[src/rtl/edo_pkg.sv]
// Shared types and constants for the elevator order dispatcher.
// Used by the floor cells, the decision logic and the top level.
package edo_pkg;

  // Default number of floors and lamp field width.
  localparam int unsigned FLOORS_DEF    = 4;
  localparam int unsigned BTN_PER_FLOOR = 3;
  localparam int unsigned LAMP_W        = 12;

  // Button codes.
  localparam logic [1:0] BTN_UP   = 2'd0;
  localparam logic [1:0] BTN_DOWN = 2'd1;
  localparam logic [1:0] BTN_CAB  = 2'd2;

  // Signed direction codes.
  localparam logic signed [1:0] DIR_UP   = 2'sb01;
  localparam logic signed [1:0] DIR_STOP = 2'sb00;
  localparam logic signed [1:0] DIR_DOWN = 2'sb11;

  // Operation codes.
  typedef enum logic [1:0] {
    OP_PRESS       = 2'd0,
    OP_CLEAR_FLOOR = 2'd1,
    OP_CLEAR_ALL   = 2'd2,
    OP_EVAL        = 2'd3
  } op_e;

  // Sequencer states.
  typedef enum logic [1:0] {
    S_IDLE,
    S_SETTLE,
    S_RESULT
  } state_e;

  // Update command for one floor cell.
  typedef struct packed {
    logic [BTN_PER_FLOOR-1:0] set_mask;
    logic                     clear;
  } cell_cmd_t;

  // What the decision logic sees of the selected floor.
  typedef struct packed {
    logic [BTN_PER_FLOOR-1:0] bits;
    logic                     below;
    logic                     above;
  } cell_view_t;

endpackage

[src/rtl/elevator_order_dispatcher.sv]
// Elevator order dispatcher: a row of floor cells with scan-style dispatch.
// After an input word is accepted, the sequencer waits in the settle state while the
// below/above summaries ripple one floor a cycle across the row, then the output
// register loads. A new word is taken only once the result word has been loaded,
// so a stalled sink also holds off the input.
// Reset clears all order bits and the output valid flag; the block is ready at once.
module elevator_order_dispatcher
  import edo_pkg::*;
#(
  parameter int unsigned FLOORS = FLOORS_DEF
) (
  input  logic        clk_i,
  input  logic        rst_ni,
  input  logic        s_axis_tvalid,
  output logic        s_axis_tready,
  // [1:0] opcode, [3:2] floor, [5:4] button, [7:6] direction,
  // [9:8] between_position, [15:10] zero
  input  logic [15:0] s_axis_tdata,
  output logic        m_axis_tvalid,
  input  logic        m_axis_tready,
  // [0] should_stop, [2:1] next_direction, [3] queue_empty, [15:4] order_lamps
  output logic [15:0] m_axis_tdata
);

  localparam int unsigned CNT_W = $clog2(FLOORS);
  localparam int unsigned ALL_W = BTN_PER_FLOOR * FLOORS;

  state_e state_q, state_d;
  logic [CNT_W-1:0] cnt_q, cnt_d;

  logic              in_acc;
  op_e               in_op;
  logic [1:0]        in_floor, in_btn;
  logic [1:0]        floor_q;
  op_e               op_q;
  logic signed [1:0] dir_q, betw_q;

  cell_cmd_t                cmd   [FLOORS];
  logic [BTN_PER_FLOOR-1:0] bits  [FLOORS];
  logic                     below [FLOORS];
  logic                     above [FLOORS];
  cell_view_t               views [FLOORS];

  cell_view_t        sel_view;
  logic              in_range, any_all;
  logic              dec_stop;
  logic signed [1:0] dec_next;
  logic [ALL_W-1:0]  all_bits;
  logic [LAMP_W-1:0] lamps_c;

  logic              out_valid_q, out_load;
  logic              stop_q, empty_q;
  logic signed [1:0] next_q;
  logic [LAMP_W-1:0] lamps_q;

  // Input field decode.
  assign in_acc   = s_axis_tvalid && s_axis_tready;
  assign in_op    = op_e'(s_axis_tdata[1:0]);
  assign in_floor = s_axis_tdata[3:2];
  assign in_btn   = s_axis_tdata[5:4];

  // Item capture for the evaluation stage.
  always_ff @(posedge clk_i) begin
    if (in_acc) begin
      op_q    <= in_op;
      floor_q <= in_floor;
      dir_q   <= s_axis_tdata[7:6];
      betw_q  <= s_axis_tdata[9:8];
    end
  end

  // Per-floor commands; presses that make no sense at the end floors drop out.
  always_comb begin
    for (int i = 0; i < int'(FLOORS); i++) begin
      for (int b = 0; b < int'(BTN_PER_FLOOR); b++) begin
        cmd[i].set_mask[b] = in_acc && in_op == OP_PRESS &&
                             32'(in_floor) == i && 32'(in_btn) == b &&
                             !(i == 0 && b == int'(BTN_DOWN)) &&
                             !(i == int'(FLOORS) - 1 && b == int'(BTN_UP));
      end
      cmd[i].clear = in_acc && (in_op == OP_CLEAR_ALL ||
                                (in_op == OP_CLEAR_FLOOR && 32'(in_floor) == i));
    end
  end

  // The row of floor cells.
  for (genvar i = 0; i < FLOORS; i++) begin : g_cell
    logic below_in, above_in;
    if (i == 0) begin : g_bot
      assign below_in = 1'b0;
    end else begin : g_mid_b
      assign below_in = below[i-1];
    end
    if (i == FLOORS - 1) begin : g_top
      assign above_in = 1'b0;
    end else begin : g_mid_a
      assign above_in = above[i+1];
    end

    edo_cell u_cell (
      .clk_i   (clk_i),
      .rst_ni  (rst_ni),
      .cmd_i   (cmd[i]),
      .below_i (below_in),
      .above_i (above_in),
      .bits_o  (bits[i]),
      .below_o (below[i]),
      .above_o (above[i]),
      .view_o  (views[i])
    );

    assign all_bits[BTN_PER_FLOOR*i +: BTN_PER_FLOOR] = bits[i];
  end

  // Lamp field: the lowest order bits, zero above the last floor.
  for (genvar k = 0; k < LAMP_W; k++) begin : g_lamp
    if (k < ALL_W) begin : g_on
      assign lamps_c[k] = all_bits[k];
    end else begin : g_off
      assign lamps_c[k] = 1'b0;
    end
  end

  // Pick the car's floor out of the row.
  always_comb begin
    sel_view = '0;
    for (int i = 0; i < int'(FLOORS); i++) begin
      if (32'(floor_q) == i) begin
        sel_view = views[i];
      end
    end
  end

  assign in_range = 32'(floor_q) < FLOORS;
  assign any_all  = below[FLOORS-1];

  edo_decide u_decide (
    .view_i     (sel_view),
    .in_range_i (in_range),
    .any_i      (any_all),
    .dir_i      (dir_q),
    .betw_i     (betw_q),
    .stop_o     (dec_stop),
    .next_o     (dec_next)
  );

  // Sequencer next state: wait until the summaries have crossed the row.
  always_comb begin
    state_d = state_q;
    cnt_d   = cnt_q;
    unique case (state_q)
      S_IDLE: begin
        if (in_acc) begin
          state_d = S_SETTLE;
          cnt_d   = CNT_W'(FLOORS - 1);
        end
      end
      S_SETTLE: begin
        cnt_d = cnt_q - 1'b1;
        if (cnt_q == CNT_W'(1)) begin
          state_d = S_RESULT;
        end
      end
      S_RESULT: begin
        if (out_load) begin
          state_d = S_IDLE;
        end
      end
      default: begin
        state_d = S_IDLE;
      end
    endcase
  end

  // Sequencer outputs.
  always_comb begin
    s_axis_tready = 1'b0;
    out_load      = 1'b0;
    unique case (state_q)
      S_IDLE:   s_axis_tready = 1'b1;
      S_SETTLE: ;
      S_RESULT: out_load = !out_valid_q || m_axis_tready;
      default:  ;
    endcase
  end

  always_ff @(posedge clk_i or negedge rst_ni) begin
    if (!rst_ni) begin
      state_q <= S_IDLE;
      cnt_q   <= '0;
    end else begin
      state_q <= state_d;
      cnt_q   <= cnt_d;
    end
  end

  // Output register; it holds a word until the sink takes it.
  always_ff @(posedge clk_i or negedge rst_ni) begin
    if (!rst_ni) begin
      out_valid_q <= 1'b0;
    end else if (out_load) begin
      out_valid_q <= 1'b1;
    end else if (m_axis_tready) begin
      out_valid_q <= 1'b0;
    end
  end

  always_ff @(posedge clk_i) begin
    if (out_load) begin
      stop_q  <= (op_q == OP_EVAL) ? dec_stop : 1'b0;
      next_q  <= (op_q == OP_EVAL) ? dec_next : DIR_STOP;
      empty_q <= ~any_all;
      lamps_q <= lamps_c;
    end
  end

  assign m_axis_tvalid = out_valid_q;
  assign m_axis_tdata  = {lamps_q, empty_q, next_q, stop_q};

  // A new result word only comes out of the result state.
  a_load_from_result: assert property (@(posedge clk_i) disable iff (!rst_ni)
    $rose(m_axis_tvalid) |-> $past(state_q) == S_RESULT)
    else $error("result word appeared outside the result state");

  // An accepted word always starts the settle wait.
  a_accept_settles: assert property (@(posedge clk_i) disable iff (!rst_ni)
    in_acc |=> state_q == S_SETTLE)
    else $error("accepted word did not enter the settle wait");

  // An empty queue shows no lamps.
  a_empty_lamps: assert property (@(posedge clk_i) disable iff (!rst_ni)
    (m_axis_tvalid && m_axis_tdata[3]) |-> m_axis_tdata[15:4] == '0)
    else $error("queue reported empty while lamps are lit");

endmodule

[src/rtl/edo_cell.sv]
// One floor cell: holds the three order bits of a floor and passes
// "some order below" upward and "some order above" downward, one hop a cycle.
// Depends on edo_pkg.
module edo_cell
  import edo_pkg::*;
(
  input  logic                     clk_i,
  input  logic                     rst_ni,
  input  cell_cmd_t                cmd_i,
  input  logic                     below_i,
  input  logic                     above_i,
  output logic [BTN_PER_FLOOR-1:0] bits_o,
  output logic                     below_o,
  output logic                     above_o,
  output cell_view_t               view_o
);

  logic [BTN_PER_FLOOR-1:0] bits_q, bits_d;
  logic                     below_q, above_q;

  // Order bit update: clear wins over a press.
  always_comb begin
    if (cmd_i.clear) begin
      bits_d = '0;
    end else begin
      bits_d = bits_q | cmd_i.set_mask;
    end
  end

  always_ff @(posedge clk_i or negedge rst_ni) begin
    if (!rst_ni) begin
      bits_q  <= '0;
      below_q <= 1'b0;
      above_q <= 1'b0;
    end else begin
      bits_q  <= bits_d;
      below_q <= below_i;
      above_q <= above_i;
    end
  end

  // Neighbors see this floor folded into the running summaries.
  assign bits_o  = bits_q;
  assign below_o = below_q | (|bits_q);
  assign above_o = above_q | (|bits_q);
  assign view_o  = '{bits: bits_q, below: below_q, above: above_q};

endmodule

[src/rtl/edo_decide.sv]
// Stop and direction decision for the floor the car is at.
// Depends on edo_pkg; fed by the selected floor cell.
module edo_decide
  import edo_pkg::*;
(
  input  cell_view_t        view_i,
  input  logic              in_range_i,
  input  logic              any_i,
  input  logic signed [1:0] dir_i,
  input  logic signed [1:0] betw_i,
  output logic              stop_o,
  output logic signed [1:0] next_o
);

  logic any_below, any_above, same;
  logic up_call, dn_call, cab;
  logic go_down, go_up;

  // Above the top floor every order lies below the car.
  always_comb begin
    if (in_range_i) begin
      any_below = view_i.below;
      any_above = view_i.above;
      same      = |view_i.bits;
    end else begin
      any_below = any_i;
      any_above = 1'b0;
      same      = 1'b0;
    end
  end

  // Stop rule.
  always_comb begin
    up_call = view_i.bits[BTN_UP];
    dn_call = view_i.bits[BTN_DOWN];
    cab     = view_i.bits[BTN_CAB];
    stop_o  = in_range_i &&
              ((up_call && dir_i == DIR_UP) || (dn_call && dir_i == DIR_DOWN) ||
               (dir_i != DIR_UP && up_call && !any_below) ||
               (dir_i != DIR_DOWN && dn_call && !any_above) || cab);
  end

  // Scan direction: keep going the way the car moves when it can; a stopped car prefers down.
  always_comb begin
    go_down = any_below || (same && betw_i == DIR_UP);
    go_up   = any_above || (same && betw_i == DIR_DOWN);
    next_o  = DIR_STOP;
    if (dir_i != DIR_UP) begin
      if (go_down) begin
        next_o = DIR_DOWN;
      end else if (go_up) begin
        next_o = DIR_UP;
      end
    end else begin
      if (go_up) begin
        next_o = DIR_UP;
      end else if (go_down) begin
        next_o = DIR_DOWN;
      end
    end
  end

endmodule
[config.mk]
export PLATFORM = sky130hd
export DESIGN_NAME = elevator_order_dispatcher
export DESIGN_NICKNAME = d
export VERILOG_FILES = /design/src/rtl/edo_pkg.sv /design/src/rtl/elevator_order_dispatcher.sv /design/src/rtl/edo_cell.sv /design/src/rtl/edo_decide.sv
export SDC_FILE = /design/constraint.sdc
export NUM_CORES = 1
export LEC_CHECK = 0
export ABC_AREA = 0
export CORE_MARGIN = 3
export CORE_UTILIZATION = 60
export DETAILED_ROUTE_END_ITERATION = 7
export DONT_BUFFER_PORTS = 1
export HOLD_SLACK_MARGIN = 0.03
export PLACE_DENSITY = 0.76
export RECOVER_POWER = 100
export SLEW_MARGIN = 15
export SYNTH_ARGS = -nofsm -noshare
export SYNTH_HDL_FRONTEND = slang
export SYNTH_SLANG_ARGS = --single-unit
[constraint.sdc]
create_clock -name clk_i -period 4.2 [get_ports clk_i]
set_clock_uncertainty 0.1 [all_clocks]
set_input_delay 0.42 -clock clk_i [delete_from_list [all_inputs] [get_ports clk_i]]
set_output_delay 0.42 -clock clk_i [all_outputs]
set_load 0.02 [all_outputs]
# After elaboration in Yosys (flattened, before gate mapping)
# Index checks and enable logic that the tools add are counted.
# op_classes
n_addsub,1
eq_ne,23
mux,23
bitwise_logic,10
n_reduce_logical,60
# ops
operator,count
$logic_and A1 B1 Y1,32
$eq A2 B2 Y1 const B,10
$mux W5,4
$eq A2 B1 Y1 const B,8
$mux W2,8
$reduce_or A3 Y1,5
$mux W3,4
$or A3 B3 Y3,4
$logic_or A1 B1 Y1,11
$logic_not A2 Y1,5
$ne A2 B2 Y1 const B,4
$pmux W2 S3,1
$mux W1,5
$or A1 B1 Y1,5
$pmux W2 S2,1
$reduce_bool A2 Y1,2
$logic_not A1 Y1,3
$reduce_and A3 Y1,1
$ne A2 B1 Y1 const B,1
$reduce_and A2 Y1,1
$sub A2 B1 Y2 const B,1
$not A1 Y1,1
# word_totals
regBits,47
input_bits,20
output_inout_bits,18
wordCells,138

# Logic depth before layout (Yosys ltp)
# logic_depth
word_depth,11
depth_mapped,5
depth_no_buf,5

# Hierarchy
# Synthesis repeated with hierarchy kept, for this count alone.
# unflattened
hier_cells,161
area_unflattened_um2,2292.2
# modules_own_cells
mod,instances,cells_each,area_each_um2,seq_area_each_um2
elevator_order_dispatcher,1,87,1362.6,845.8
edo_cell,4,15,207.7,125.1
edo_decide,1,14,98.8,0.0

# Least setup slack after synthesis
# No wires, ideal clock.
# synth_timing
kind,reg-to-reg
start,reg floor_q[0]
end,reg next_q[1] (data pin)
setup_ns,0.158
arrival_ns,1.555
required_ns,3.942
slack_ns,2.387
stages_incl_launch_ff,6
n_path_buf,1
period_less_slack_ns,1.813
path_cell_list,edfxtp_1 > buf_6 > mux4_2 > a211o_1 > o2111a_1 > a211oi_2
# synth_between
elab_chain_cells,11
word_cells_on_any_way,17
cone_classes,eq/ne (3); mux (8); reduce/logical (6)
# synth_lines
item,line_no,text
from (decl),elevator_order_dispatcher.sv:34,logic [1:0] floor_q;
from (signal assigned),elevator_order_dispatcher.sv:66,floor_q <= in_floor;
$logic_not A2 Y1,elevator_order_dispatcher.sv:128,if (32'(floor_q) == i) begin
$mux W5 (3 in series),elevator_order_dispatcher.sv:128,
$mux W5 *,elevator_order_dispatcher.sv:128,
$reduce_or A3 Y1,edo_decide.sv:24,same = |view_i.bits;
$logic_and A1 B1 Y1,edo_decide.sv:45,go_down = any_below || (same && betw_i == DIR_UP);
$logic_or A1 B1 Y1,edo_decide.sv:45,
$mux W2,edo_decide.sv:57,end else if (go_down) begin
$mux W2,edo_decide.sv:55,if (go_up) begin
$mux W2 *,edo_decide.sv:48,if (dir_i != DIR_UP) begin
to (signal assigned),elevator_order_dispatcher.sv:211,next_q <= (op_q == OP_EVAL) ? dec_next : DIR_STOP;
to (decl),elevator_order_dispatcher.sv:53,logic signed [1:0] next_q;
# Mark *: on every way between the ends. The rest lies on a longest branch, timed or not.
# A chain may end at the register's enable or synchronous reset.

# Worst setup path in the final report
# Same ends and word-level chain as after synthesis.

==> flow_summary.ini <==
[yosys]
ys_types = 39
synth_area_leaders = edfxtp_1, dfrtp_1, o2bb2ai_1, mux2_2, nand2b_1
ys_ff_latch = 43
syn-cell-area_sq_mm = 0.001807
postSynthCellCount = 133
synthArstFlopShare_pct = 48.84
synth_edf_count = 22
yosysSeqAreaShare_pct = 65.65
syn_avg_cell_area_sq_um = 13.58
yosys.area.top_type = edfxtp_1
synthFlopType = edfxtp_1
synth_top_area_share_pct = 36.57
ys_warn_count = 0

[pwr]
peakVddDrop_mv = 0.3702
seq_power_share_pct = 55.0
p_sw_uw = 321.3
p_leak_nw = 0.8180
p_comb_share_pct = 17.8
clockPowerShare_pct = 27.2
swShare_pct = 28.05
internal-power_uw = 824.2
power_density_mw_per_mm2 = 577.2

[cts]
path_clk_slew_ns = 0.12
cts_sinks = 43
clockBufferDepth = 2
htree_levels = 2
cts-root-buf = clkbuf_4
cts_made_buffers = 5
cts_tree = yes
worstSkewPairLatency_ns = 0.35

[cells_and_area]
drive_above_1_share_pct = 9.655
seq_area_sq_mm = 0.001186
multi_input_area_sq_um = 551.8
final_area_sq_mm = 0.001984
diodes = 0
finalNonFillerCells = 176
nFillCells = 193
area_delta_synth_final_pct = 9.834
fin_nets = 165

[critical_path]
cp.required_ns = 4.28
endpoint_kind = flop
rr_worst_depth = 4
crit_end = next_q[1]
path_max_fanout = 8
crit_start = floor_q[0]
r2r-start = floor_q[0]
r2r_end = next_q[1]
reg2reg_slack_ns = 2.15
worst_ep_arrival_time_ns = 2.14
crit_type = reg2reg
startpoint_type = flop

[grt]
first_global_vias = 1025
antenna_found_initial = 0
grt_use_total_pct = 19.50
grt_remaining_overflow = 0
grt_pass1_wl_um = 4892
grt_max_degree = 22

[drt]
firstDrtPassIters = 5
drc = 0
postRouteAntennaNets = 0
drt_iter0_drc = 52
wl_per_cell_um = 18.45
wirelength_um = 3247
via_count = 1133
viasPerCell = 6.438

[floorplan]
num_io_pins = 38
start_util_pct = 64.41
die_area_sq_mm = 0.003706
rows = 19
core_area_sq_mm = 0.002805
die_w_um = 60.88
die_h_um = 60.88

[run]
cap_violations = 0

[placement]
dpl.cell_count = 160
place_hpwl_um = 2165
place_area_sq_mm = 0.001808
gp_congestion = 0.8846
port_buffers = 0

[worst_hold_path]
min-delay-path-class = in2reg

[timing]
fin_tns_setup_ns = 0
final-setup-viol-count = 0
hold_slack_ns = 0.06510
slew_headroom_pct = 30.01
max_freq_mhz = 487.2
worst_slew_pin_slew_ns = 1.048
finalHoldViolCount = 0
slew_viol_final = 0
fin_crit_sh_pct = 48.87
fin_crit_ns = 2.053
rsz0062_at_grt = false

[outcome]
status = complete, no violations
sequential cells by signal, summed over array words and instances, names as in the netlist:
name / count
lamps_q: 10
g_cell.u_cell.bits_o: 10
g_cell.u_cell.below_q: 3
g_cell.u_cell.above_q: 3
state_q: 2
floor_q: 2
next_q: 2
op_q: 2
dir_q: 2
m_axis_tvalid: 1
betw_q: 2
empty_q: 1
stop_q: 1
cnt_q: 2
cells in the final DEF, fill, tap and decap left out, types with 2 or more instances in the layout:
cell	synthesis	routed
nand2_1	8	8
nand2b_1	5	5
o21ai_0	5	6
a31oi_1	2	2
conb_1	1	2
nor2_1	8	8
or4_1	4	4
dlygate4sd3_1	0	8
nor2b_1	5	5
inv_1	7	7
mux2_2	3	3
dfrtp_1	21	21
mux2i_1	3	3
bufinv_16	0	2
or2_2	2	2
edfxtp_1	22	22
o2bb2ai_1	7	7
clkbuf_4	0	5
a32o_1	3	3
synth_stat cells (3+ instances only):
library cell  instances
buf_4                 4
mux2i_1               3
nor2_1                8
inv_1                 7
o21ai_0               5
dfrtp_1              21
edfxtp_1             22
or4_1                 4
mux2_2                3
nand2b_1              5
a32o_1                3
nor2b_1               5
o2bb2ai_1             7
nand2_1               8
worst min path at each step:
stage,startpoint,endpoint,cells past startpoint
CTS,s_axis_tdata[6],dir_q[0],0
detailed placement,rst_ni,g_cell[0].u_cell.bits_o[2],0
global placement,rst_ni,g_cell[0].u_cell.bits_o[2],0
global route,s_axis_tdata[8],betw_q[0],0
floorplan,rst_ni,cnt_q[0],0
finish,s_axis_tdata[8],betw_q[0],0
power groups by stage:
stage | clock network, mW | logic [mW] | registers, mW
6_report | 0.312 | 0.204 | 0.629
5_1_grt | 0.333 | 0.231 | 0.642
4_1_cts | 0.313 | 0.201 | 0.628
3_5_place_dp | 0 | 0.194 | 0.637
3_3_place_gp | 0 | 0.184 | 0.633
2_1_floorplan | 0 | 0.177 | 0.611
area by class of cell:
cell class,count,area share [%]
clock buffers,6,2.081
clock inverters,2,3.026
inverters,7,1.324
multi-input cells,79,27.81
flip-flops and latches,43,59.77
well taps,31,1.955
repair buffers,8,4.035
logic make-up after synthesis:
logic type,after synthesis,share of synthesized area [%]
DFF,43,65.65
and+or+nand+nor,38,11.77
AOI/OAI and AO/OA,31,13.16
buffers and inverters,12,3.740
muxes,7,4.778
adders and majority gates,1,0.6924
other,1,0.2076
timing repair:
action | CTS | global route
hold buffers | 1 | 7
gates resized for setup | 0 | 0
hold endpoints to repair | 21 | 7
setup buffers | 0 | 0
metrics by stage:
step / setup slack (ns) / power (mW) / utilization [%]
global route: 1.986 / 1.206 / 70.74
floorplan: 2.387 / 0.7880 / -
CTS: 2.168 / 1.142 / 68.42
global placement: 2.199 / 0.8167 / 64.45
finish: 2.147 / 1.145 / 70.74
detailed placement: 2.217 / 0.8317 / 64.45
layer usage:
layer / vias to the layer above / track usage, % / part of all wire [%] / wire length [um]
met1: 534 / 25.18 / 43 / 1385
met3: 15 / 8.085 / 6.6 / 214
li1: 517 / - / - / -
met4: 0 / 8.978 / 4.0 / 130
met5: - / 0 / 0 / 0
met2: 67 / 28.85 / 47 / 1516
worst max-delay path: stages, from the launching register on:
cell,delay [ns]
edfxtp_1,0.54
mux4_2,0.57
a211o_1,0.28
o2111a_1,0.24
a211oi_1,0.15
Note: power is estimated with default switching activity, not from simulation.
